<file path="src/smx_pkg.sv">
// ----------------------------------------------------------------------------
// smx_pkg: shared types, constants and tables for the softmax block.
// Holds the element and result widths, the exponent table and the
// controller state type.
// ----------------------------------------------------------------------------
package smx_pkg;

    localparam int MAX_ELEMENTS_DEF = 64;
    localparam int VALUE_W          = 16;
    localparam int PROB_W           = 16;
    localparam int EXP_W            = 17;
    localparam int EXP_BITS         = 12;
    localparam int SUM_W            = 28;
    localparam int QUO_W            = 34;

    // Controller states.
    typedef enum logic [2:0] {
        t_st_load  = 3'd0,
        t_st_exp   = 3'd1,
        t_st_div   = 3'd2,
        t_st_emit  = 3'd3
    } t_state;

    // Commands from the controller to the datapath.
    typedef struct packed {
        logic load;       // store the incoming element
        logic exp_start;  // start the exponent of the element at the index
        logic exp_step;   // one multiply step of the exponent
        logic exp_write;  // write back the exponent and add it to the total
        logic div_start;  // start the division of the element at the index
        logic div_step;   // one quotient bit
        logic emit;       // load the quotient into the output register
        logic clear;      // clear vector state after the last result
    } t_cmd;

    // Status from the datapath to the controller.
    typedef struct packed {
        logic exp_done;
        logic div_done;
    } t_status;

    // exp(-2^k/256) in Q0.30.
    function automatic logic [29:0] exp_tab(input logic [3:0] k);
        logic [29:0] v;
        unique case (k)
            4'd0:    v = 30'd1069555701;
            4'd1:    v = 30'd1065385899;
            4'd2:    v = 30'd1057095000;
            4'd3:    v = 30'd1040706261;
            4'd4:    v = 30'd1008687096;
            4'd5:    v = 30'd947573834;
            4'd6:    v = 30'd836230973;
            4'd7:    v = 30'd651257337;
            4'd8:    v = 30'd395007542;
            4'd9:    v = 30'd145315154;
            4'd10:   v = 30'd19666268;
            4'd11:   v = 30'd360200;
            default: v = 30'd0;
        endcase
        return v;
    endfunction

endpackage

</file>
<file path="src/smx_stream_if.sv">
// ----------------------------------------------------------------------------
// smx_in_if / smx_out_if: valid/ready channels of the softmax block.
// A transfer happens at a rising edge with valid and ready both high.
// ----------------------------------------------------------------------------
interface smx_in_if;
    logic              valid;
    logic              ready;
    logic signed [15:0] value;
    logic              last_in_vector;
    modport source (output valid, output value, output last_in_vector, input ready);
    modport sink   (input valid, input value, input last_in_vector, output ready);
endinterface

interface smx_out_if;
    logic        valid;
    logic        ready;
    logic [15:0] probability;
    logic        last_out;
    logic        overflow_error;
    modport source (output valid, output probability, output last_out,
                    output overflow_error, input ready);
    modport sink   (input valid, input probability, input last_out,
                    input overflow_error, output ready);
endinterface

</file>
<file path="src/smx_ctrl.sv">
// ----------------------------------------------------------------------------
// smx_ctrl: controller of the softmax block.
// Sequences loading, the exponent pass and the division pass over the
// element buffer, and hands each result to the output register.
// ----------------------------------------------------------------------------
module smx_ctrl #(
    parameter int MAX_ELEMENTS = smx_pkg::MAX_ELEMENTS_DEF
) (
    input  logic                i_clk,
    input  logic                i_rst_n,
    input  logic                i_in_valid,
    input  logic                i_in_last,
    input  logic                i_out_ready,
    input  logic [$clog2(MAX_ELEMENTS+1)-1:0] i_count,
    input  smx_pkg::t_status    i_status,
    output logic                o_in_ready,
    output logic                o_out_valid,
    output logic                o_out_last,
    output logic [$clog2(MAX_ELEMENTS)-1:0] o_index,
    output smx_pkg::t_cmd       o_cmd
);
    localparam int CW = $clog2(MAX_ELEMENTS + 1);
    localparam int IW = $clog2(MAX_ELEMENTS);

    smx_pkg::t_state r_state, n_state;
    logic [CW-1:0]   r_idx, n_idx;
    logic            r_busy, n_busy;   // a unit step is under way
    logic            r_ovalid, n_ovalid;
    logic            r_olast, n_olast;
    logic            in_xfer, out_free, last_idx;

    assign in_xfer  = i_in_valid && o_in_ready;
    assign out_free = !r_ovalid || i_out_ready;
    assign last_idx = (r_idx + CW'(1)) == i_count;

    // Next state.
    always_comb begin
        n_state  = r_state;
        n_idx    = r_idx;
        n_busy   = r_busy;
        n_ovalid = r_ovalid && !i_out_ready;
        n_olast  = r_olast;
        unique case (r_state)
            smx_pkg::t_st_load: begin
                if (in_xfer && i_in_last) begin
                    n_state = smx_pkg::t_st_exp;
                    n_idx   = '0;
                    n_busy  = 1'b0;
                end
            end
            smx_pkg::t_st_exp: begin
                if (!r_busy) begin
                    n_busy = 1'b1;
                end else if (i_status.exp_done) begin
                    n_busy = 1'b0;
                    if (last_idx) begin
                        n_state = smx_pkg::t_st_div;
                        n_idx   = '0;
                    end else begin
                        n_idx = r_idx + CW'(1);
                    end
                end
            end
            smx_pkg::t_st_div: begin
                if (!r_busy) begin
                    n_busy = 1'b1;
                end else if (i_status.div_done) begin
                    n_busy  = 1'b0;
                    n_state = smx_pkg::t_st_emit;
                end
            end
            smx_pkg::t_st_emit: begin
                if (out_free) begin
                    n_ovalid = 1'b1;
                    n_olast  = last_idx;
                    if (last_idx) begin
                        n_state = smx_pkg::t_st_load;
                    end else begin
                        n_idx   = r_idx + CW'(1);
                        n_state = smx_pkg::t_st_div;
                    end
                end
            end
            default: n_state = smx_pkg::t_st_load;
        endcase
    end

    // Commands.
    always_comb begin
        o_cmd      = '0;
        o_in_ready = (r_state == smx_pkg::t_st_load);
        unique case (r_state)
            smx_pkg::t_st_load: o_cmd.load = in_xfer;
            smx_pkg::t_st_exp: begin
                o_cmd.exp_start = !r_busy;
                o_cmd.exp_step  = r_busy && !i_status.exp_done;
                o_cmd.exp_write = r_busy && i_status.exp_done;
            end
            smx_pkg::t_st_div: begin
                o_cmd.div_start = !r_busy;
                o_cmd.div_step  = r_busy && !i_status.div_done;
            end
            smx_pkg::t_st_emit: begin
                o_cmd.emit  = out_free;
                o_cmd.clear = out_free && last_idx;
            end
            default: o_cmd = '0;
        endcase
    end

    assign o_out_valid = r_ovalid;
    assign o_out_last  = r_olast;
    assign o_index     = r_idx[IW-1:0];

    always_ff @(posedge i_clk) begin
        if (!i_rst_n) begin
            r_state  <= smx_pkg::t_st_load;
            r_idx    <= '0;
            r_busy   <= 1'b0;
            r_ovalid <= 1'b0;
            r_olast  <= 1'b0;
        end else begin
            r_state  <= n_state;
            r_idx    <= n_idx;
            r_busy   <= n_busy;
            r_ovalid <= n_ovalid;
            r_olast  <= n_olast;
        end
    end

endmodule

</file>
<file path="src/smx_datapath.sv">
// ----------------------------------------------------------------------------
// smx_datapath: element buffer, running maximum, exponent unit, sum and
// restoring divider of the softmax block. It acts only on controller
// commands.
// ----------------------------------------------------------------------------
module smx_datapath #(
    parameter int MAX_ELEMENTS = smx_pkg::MAX_ELEMENTS_DEF
) (
    input  logic                  i_clk,
    input  logic                  i_rst_n,
    input  smx_pkg::t_cmd         i_cmd,
    input  logic [$clog2(MAX_ELEMENTS)-1:0] i_index,
    input  logic signed [15:0]    i_value,
    input  logic                  i_out_take,
    output logic [$clog2(MAX_ELEMENTS+1)-1:0] o_count,
    output smx_pkg::t_status      o_status,
    output logic [15:0]           o_probability,
    output logic                  o_overflow
);
    localparam int CW = $clog2(MAX_ELEMENTS + 1);
    localparam int IW = $clog2(MAX_ELEMENTS);
    localparam int SW = smx_pkg::EXP_W + CW;   // sum width

    // Element buffer: raw element, later its exponent.
    logic [smx_pkg::EXP_W-1:0] r_mem [MAX_ELEMENTS];
    logic [smx_pkg::EXP_W-1:0] r_rd;

    logic signed [15:0] r_max;
    logic [CW-1:0]      r_count;
    logic [SW-1:0]      r_sum;
    logic               r_drop;

    // Exponent unit.
    logic [3:0]  r_k;
    logic [16:0] r_m;        // distance, sign-extended; bits 16:12 flag >= 16.0
    logic [31:0] r_r;        // Q2.30 accumulator
    logic        r_ephase;   // 0: read data pending
    logic [61:0] prod;
    logic [31:0] r_next;
    logic [16:0] e_val;
    logic signed [16:0] gap;

    // Divider.
    logic [SW+16:0] r_rem;
    logic [16:0]    r_q;
    logic [5:0]     r_dcnt;
    logic           r_dphase;

    assign o_count = r_count;

    // Buffer write and registered read.
    always_ff @(posedge i_clk) begin
        if (i_cmd.load && (r_count < CW'(MAX_ELEMENTS))) begin
            r_mem[r_count[IW-1:0]] <= {1'b0, i_value};
        end else if (i_cmd.exp_write) begin
            r_mem[i_index] <= e_val;
        end
        r_rd <= r_mem[i_index];
    end

    // Vector state: count, maximum, drop flag and sum.
    always_ff @(posedge i_clk) begin
        if (!i_rst_n || i_cmd.clear) begin
            r_max   <= 16'sh8000;
            r_count <= '0;
            r_sum   <= '0;
            r_drop  <= 1'b0;
        end else begin
            if (i_cmd.load) begin
                if (r_count < CW'(MAX_ELEMENTS)) begin
                    r_count <= r_count + CW'(1);
                    if (i_value > r_max) r_max <= i_value;
                end else begin
                    r_drop <= 1'b1;
                end
            end
            if (i_cmd.exp_write) r_sum <= r_sum + SW'(e_val);
        end
    end

    // One table multiply per set bit of distance bits 11:0, one bit per cycle.
    assign gap   = 17'(r_max) - 17'($signed(r_rd[15:0]));
    assign prod  = r_r[31:0] * 62'(smx_pkg::exp_tab(r_k));
    assign r_next = 32'((prod + 62'(1 << 29)) >> 30);
    assign e_val = (r_m[16:12] != 5'd0) ? 17'd0 : 17'((r_r + 32'd8192) >> 14);
    assign o_status.exp_done = r_ephase && (r_k == 4'(smx_pkg::EXP_BITS));

    always_ff @(posedge i_clk) begin
        if (!i_rst_n) begin
            r_ephase <= 1'b0;
            r_k      <= '0;
        end else if (i_cmd.exp_start) begin
            r_ephase <= 1'b0;
            r_k      <= '0;
        end else if (i_cmd.exp_step) begin
            if (!r_ephase) begin
                r_ephase <= 1'b1;
                r_m      <= gap;
                r_r      <= 32'd1 << 30;
            end else begin
                if (r_m[r_k]) r_r <= r_next;
                r_k <= r_k + 4'd1;
            end
        end
    end

    // Restoring division: (e*65536 + sum/2) / sum, one quotient bit a cycle.
    assign o_status.div_done = r_dphase && (r_dcnt == 6'd0);

    always_ff @(posedge i_clk) begin
        if (!i_rst_n) begin
            r_dphase <= 1'b0;
            r_dcnt   <= '0;
        end else if (i_cmd.div_start) begin
            r_dphase <= 1'b0;
        end else if (i_cmd.div_step) begin
            if (!r_dphase) begin
                // Dividend below 2^34; quotient fits 17 bits since e <= sum.
                r_dphase <= 1'b1;
                r_dcnt   <= 6'd17;
                r_rem    <= (SW+17)'({r_rd, 16'd0}) + (SW+17)'(r_sum >> 1);
                r_q      <= '0;
            end else begin
                r_dcnt <= r_dcnt - 6'd1;
                r_q    <= {r_q[15:0],
                           (r_rem >> (r_dcnt - 6'd1)) >= (SW+17)'(r_sum)};
                if ((r_rem >> (r_dcnt - 6'd1)) >= (SW+17)'(r_sum))
                    r_rem <= r_rem - ((SW+17)'(r_sum) << (r_dcnt - 6'd1));
            end
        end
    end

    // Output payload register.
    always_ff @(posedge i_clk) begin
        if (i_out_take) begin
            o_probability <= r_q[16] ? 16'hFFFF : r_q[15:0];
            o_overflow    <= r_drop;
        end
    end

endmodule

</file>
<file path="src/softmax_vector.sv">
// ----------------------------------------------------------------------------
// softmax_vector: softmax over one vector at a time.
// Elements (signed Q8.8) are loaded one per cycle while loading, one result
// is produced per stored element as unsigned Q0.16, saturated to 65535.
// ----------------------------------------------------------------------------
// Sequence: after the last element the exponent pass takes each element in
// turn (it fetches the element, forms its distance from the maximum, runs
// twelve table steps on one shared multiplier and writes back). The
// division pass then takes each element in turn (it fetches the exponent,
// sets up the dividend, forms seventeen quotient bits in a restoring
// divider, finishes and hands the result to the output register once the
// output is free); a stalled output holds the pass. Input is accepted only
// while loading. Elements beyond MAX_ELEMENTS are dropped and every result
// of that vector carries overflow_error.
module softmax_vector #(
    parameter int MAX_ELEMENTS = smx_pkg::MAX_ELEMENTS_DEF
) (
    input  logic      i_clk,
    input  logic      i_rst_n,
    smx_in_if.sink    in_ch,
    smx_out_if.source out_ch
);
    localparam int CW = $clog2(MAX_ELEMENTS + 1);
    localparam int IW = $clog2(MAX_ELEMENTS);

    smx_pkg::t_cmd    cmd;
    smx_pkg::t_status status;
    logic [CW-1:0]    count;
    logic [IW-1:0]    index;
    logic             take;

    // A new result is loaded when the controller emits one.
    assign take = cmd.emit;

    smx_ctrl #(.MAX_ELEMENTS(MAX_ELEMENTS)) u_ctrl (
        .i_clk       (i_clk),
        .i_rst_n     (i_rst_n),
        .i_in_valid  (in_ch.valid),
        .i_in_last   (in_ch.last_in_vector),
        .i_out_ready (out_ch.ready),
        .i_count     (count),
        .i_status    (status),
        .o_in_ready  (in_ch.ready),
        .o_out_valid (out_ch.valid),
        .o_out_last  (out_ch.last_out),
        .o_index     (index),
        .o_cmd       (cmd)
    );

    smx_datapath #(.MAX_ELEMENTS(MAX_ELEMENTS)) u_dp (
        .i_clk         (i_clk),
        .i_rst_n       (i_rst_n),
        .i_cmd         (cmd),
        .i_index       (index),
        .i_value       (in_ch.value),
        .i_out_take    (take),
        .o_count       (count),
        .o_status      (status),
        .o_probability (out_ch.probability),
        .o_overflow    (out_ch.overflow_error)
    );

endmodule
</file>
<file path="src/flat_wrapper.sv">
// flat-port wrapper written by rule: the top's interface ports become plain ports
module softmax_vector_flat 
#(
    parameter int MAX_ELEMENTS = smx_pkg::MAX_ELEMENTS_DEF
)
  (i_clk, i_rst_n, in_ch_valid, in_ch_value, in_ch_last_in_vector, in_ch_ready, out_ch_valid, out_ch_probability, out_ch_last_out, out_ch_overflow_error, out_ch_ready);
  smx_in_if in_ch_i ();
  smx_out_if out_ch_i ();
  input  logic i_clk;
  input  logic i_rst_n;
  input wire logic [$bits(in_ch_i.valid)-1:0] in_ch_valid;
  input wire logic [$bits(in_ch_i.value)-1:0] in_ch_value;
  input wire logic [$bits(in_ch_i.last_in_vector)-1:0] in_ch_last_in_vector;
  output wire logic [$bits(in_ch_i.ready)-1:0] in_ch_ready;
  output wire logic [$bits(out_ch_i.valid)-1:0] out_ch_valid;
  output wire logic [$bits(out_ch_i.probability)-1:0] out_ch_probability;
  output wire logic [$bits(out_ch_i.last_out)-1:0] out_ch_last_out;
  output wire logic [$bits(out_ch_i.overflow_error)-1:0] out_ch_overflow_error;
  input wire logic [$bits(out_ch_i.ready)-1:0] out_ch_ready;
  assign in_ch_i.valid = in_ch_valid;
  assign in_ch_i.value = in_ch_value;
  assign in_ch_i.last_in_vector = in_ch_last_in_vector;
  assign in_ch_ready = in_ch_i.ready;
  assign out_ch_valid = out_ch_i.valid;
  assign out_ch_probability = out_ch_i.probability;
  assign out_ch_last_out = out_ch_i.last_out;
  assign out_ch_overflow_error = out_ch_i.overflow_error;
  assign out_ch_i.ready = out_ch_ready;
  softmax_vector #(.MAX_ELEMENTS(MAX_ELEMENTS)) u_core (.i_clk(i_clk), .i_rst_n(i_rst_n), .in_ch(in_ch_i), .out_ch(out_ch_i));
endmodule
</file>
<file path="config.mk">
export PLATFORM = sky130hd
export DESIGN_NAME = softmax_vector_flat
export DESIGN_NICKNAME = d
export VERILOG_FILES = /design/src/smx_pkg.sv /design/src/smx_stream_if.sv /design/src/smx_ctrl.sv /design/src/smx_datapath.sv /design/src/softmax_vector.sv /design/src/flat_wrapper.sv
export SDC_FILE = /design/constraint.sdc
export NUM_CORES = 2
export LEC_CHECK = 0
export BUFFER_PORTS_ARGS = -buffer_cell sky130_fd_sc_hd__buf_2
export CAP_MARGIN = 10
export CORE_MARGIN = 3
export CORE_UTILIZATION = 44
export CTS_CLUSTER_DIAMETER = 100
export DETAILED_ROUTE_END_ITERATION = 8
export PLACE_DENSITY = 0.67
export SLEW_MARGIN = 20
export SYNTH_ARGS = -nofsm -noshare
export SYNTH_HDL_FRONTEND = slang
export SYNTH_SLANG_ARGS = --single-unit
</file>
<file path="constraint.sdc">
create_clock -name i_clk -period 20.8 [get_ports i_clk]
set_input_delay 3.12 -clock i_clk [delete_from_list [all_inputs] [get_ports i_clk]]
set_output_delay 3.12 -clock i_clk [all_outputs]
set_load 0.01 [all_outputs]
</file>
==> insert_results.sql <==
INSERT INTO impl_metrics (metric_group, metric, value, unit) VALUES
('synth', 'synth_edf_count', '1212', ''),
('worst_setup_path', 'crit_required', '21330', 'ps'),
('synth', 'async_reset_ff_share', '0', '%'),
('pwr', 'total_power', '7.379', 'mW'),
('run', 'cap_viol_max_count', '0', ''),
('floorplan', 'die_h', '460.1', 'um'),
('pwr', 'power.net_switching', '2.209', 'mW'),
('grt', 'gr-total-overflow', '0', ''),
('pwr', 'power.share.sequential', '41.0', '%'),
('pwr', 'combinationalPowerShare', '25.4', '%'),
('synth', 'yosysTopAreaCell', 'edfxtp_1', ''),
('timing', 'max-slew-margin-rel', '18.82', '%'),
('timing', 'fin_tns_setup', '0', 'ps'),
('synth', 'yosys_most_used_dff', 'edfxtp_1', ''),
('floorplan', 'die_width', '460.1', 'um'),
('clock_network', 'post_cts_repair_resize_count', '0', ''),
('grt', 'vias_in_the_first_global_route', '59261', ''),
('synth', 'synthDistinctLibCells', '93', ''),
('place', 'post-dp-hpwl', '160700', 'um'),
('worst_setup_path', 'cp-start-kind', 'register', ''),
('run_status', 'status', 'completed', ''),
('layout', 'drive_gt1_share', '12.63', '%'),
('pwr', 'worst_vdd_drop', '87.75', 'uV'),
('clock_network', 'clock_slew_at_reported_path_ffs', '70', 'ps'),
('synth', 'synth.net_count', '8510', ''),
('layout', 'layout_stage_area_growth_over_the_synthesis_result', '8.878', '%'),
('pwr', 'leakage_power', '38.34', 'nW'),
('clock_network', 'clock_latency', '790', 'ps'),
('routing', 'drt_first_pass_iters', '6', ''),
('timing', 'min_period_over_period', '40.92', '%'),
('timing', 'grt_setup_unrepaired', 'false', ''),
('grt', 'use_met1', '32.01', '%'),
('routing', 'routed_wl', '240700', 'um'),
('timing', 'timing.clock.skew', '45.81', 'ps'),
('synth', 'post_synth_inst_count', '7232', ''),
('synth', 'yosys.cell_count.top_type', 'edfxtp_1', ''),
('routing', 'drt_first_iter_violations', '5733', ''),
('worst_setup_path', 'ff2ff_path_depth', '25', ''),
('timing', 'tightest_slew', '1213', 'ps'),
('grt', 'initial_antenna_violation_count', '13', ''),
('timing', 'timing.hold.ws', '425.7', 'ps'),
('clock_network', 'cts.root.buffer_cell', 'clkbuf_16', ''),
('synth', 'synth_top_area_share', '40.12', '%'),
('synth', 'synth_warnings', '0', ''),
('clock_network', 'cts_tree', 'built', ''),
('synth', 'post_synth_most_frequent_cells', 'edfxtp_1, inv_1, fa_1', ''),
('synth', 'ys_seq_elements', '1331', ''),
('place', 'dp_slack', '12380', 'ps'),
('timing', 'report.final.hold_viol_count', '0', ''),
('layout', 'finish.utilization', '48.23', '%'),
('clock_network', 'cts_hold_buf', '0', ''),
('timing', 'worst_slack', '12290', 'ps'),
('grt', 'maximum_number_of_pins_on_one_net_before_global_route_repair', '135', ''),
('clock_network', 'tritoncts.num_buffers', '136', ''),
('clock_network', 'clock_tree.htree_level_count', '4', ''),
('min_path', 'holdPathStages', '0', ''),
('routing', 'ant_nets', '0', ''),
('worst_setup_path', 'timing.critical_path.to_type', 'register', ''),
('grt', 'top_usage_layer', 'met2', ''),
('routing', 'drcViolationCount', '0', ''),
('pwr', 'clock_power_share', '33.5', '%'),
('routing', 'route.detailed.vias_per_inst', '5.724', ''),
('timing', 'max_freq', '117.5', 'MHz'),
('layout', 'fin_nets', '8459', ''),
('timing', 'finalCriticalPeriod', '8512', 'ps'),
('place', 'gp_routability_congestion', '0.9597', ''),
('floorplan', 'placeableCoreArea', '204800', 'um2'),
('clock_network', 'cts_num_sinks', '1331', ''),
('grt', 'grt.met2_usage', '36.54', '%'),
('synth', 'synth_area', '90720', 'um2'),
('layout', 'filler_cell_count', '17670', '');
## registers in the layout (all words and copies together), names as in the netlist, 2 cells and up, named ones only
register,flops
u_core.u_dp.r_rem,41
u_core.u_dp.r_max,16
u_core.u_dp.r_q,17
u_core.u_dp.r_rd,17
u_core.u_ctrl.r_idx,7
u_core.u_dp.r_sum,24
u_core.u_dp.r_mem,1088
u_core.u_dp.o_count,7
u_core.u_dp.r_r,32
u_core.u_dp.r_m,17
u_core.u_ctrl.r_state,2
u_core.u_dp.o_probability,16
u_core.u_dp.r_k,4
u_core.u_dp.r_dcnt,6
## stage by stage
stage	area, um2	cells
global placement	94230	9731
global route	98760	9981
floorplan	90720	7232
CTS	98760	9981
detailed placement	94230	9731
finish	98780	9986
## worst paths after layout
path / startpoint / slack (ps) / end
max: register / 12290 / u_core.u_dp.r_r[25]$_SDFFCE_PN0P_
min: u_core.u_dp.r_drop$_SDFFE_PP0P_ / 430 / u_core.u_dp.o_overflow$_DFFE_PP_
max reg2reg: register / 12290 / u_core.u_dp.r_r[25]$_SDFFCE_PN0P_
min reg2reg: u_core.u_dp.r_drop$_SDFFE_PP0P_ / 430 / u_core.u_dp.o_overflow$_DFFE_PP_
## critical path: stages (launching register included)
cell and delay [ps]:
dfxtp_1 1060, buf_4 360, and2_1 180, fa_1 420
fa_1 520, inv_1 50, fa_1 460, fa_1 510
inv_1 50, fa_1 560, fa_1 440, fa_1 500
inv_1 50, fa_1 480, inv_1 50, ha_1 320
a21oi_1 140, o21ai_0 150, nor4_1 250, a31o_2 440
a21oi_1 210, a21oi_2 280, o211ai_1 190, a311oi_1 350
xnor2_1 90, and2_1 160
## placed cells by master, fill, tap and decap left out, types with 66 or more instances in the layout
| cell type | Yosys | final |
|---|---|---|
| nand3_1 | 66 | 66 |
| mux4_2 | 392 | 392 |
| a21oi_1 | 205 | 205 |
| buf_4 | 1 | 166 |
| nor2_1 | 292 | 287 |
| edfxtp_1 | 1212 | 1212 |
| fa_1 | 840 | 840 |
| inv_1 | 1004 | 1004 |
| ha_1 | 417 | 416 |
| clkbuf_16 | 0 | 139 |
| nand2_1 | 786 | 771 |
| xnor2_1 | 84 | 82 |
| and2_1 | 565 | 564 |
| o21ai_0 | 168 | 167 |
| dfxtp_1 | 119 | 105 |
## power groups by stage
stage | logic [mW] | registers [mW] | clock network, mW
global route | 2.09 | 3.03 | 2.62
floorplan | 1.36 | 3.05 | 0
global placement | 1.83 | 3.08 | 0
detailed placement | 1.86 | 3.08 | 0
finish | 1.88 | 3.03 | 2.48
CTS | 1.88 | 3.03 | 2.52
## logic make-up after synthesis
family | Yosys count | share of synthesized area, %
and+or+nand+nor | 1981 | 10.63
buffers and inverters | 1403 | 5.886
DFF | 1331 | 42.74
adders and majority gates | 1257 | 24.29
AOI/OAI and AO/OA | 655 | 4.532
muxes | 467 | 10.58
xor gates and xnor gates | 138 | 1.341
## final cells by class
type | count | area [um2] | area share, %
Multi-Input combinational cell | 4498 | 46790 | 47.37
Inverter | 1005 | 3772 | 3.819
Clock inverter | 83 | 925.9 | 0.9374
Antenna cell | 5 | 12.51 | 0.01267
Sequential cell | 1331 | 38810 | 39.29
Tap cell | 2688 | 3363 | 3.405
Clock buffer | 167 | 3597 | 3.642
Timing Repair Buffer | 209 | 1506 | 1.525
## metal layers
metal	share of wire, %	vias to the layer above
met2	47	2578
met5	0.023	-
met4	3.4	8
li1	-	24485
met1	41	29597
met3	8.7	487
No activity file was read; power rests on OpenSTA's default activity.
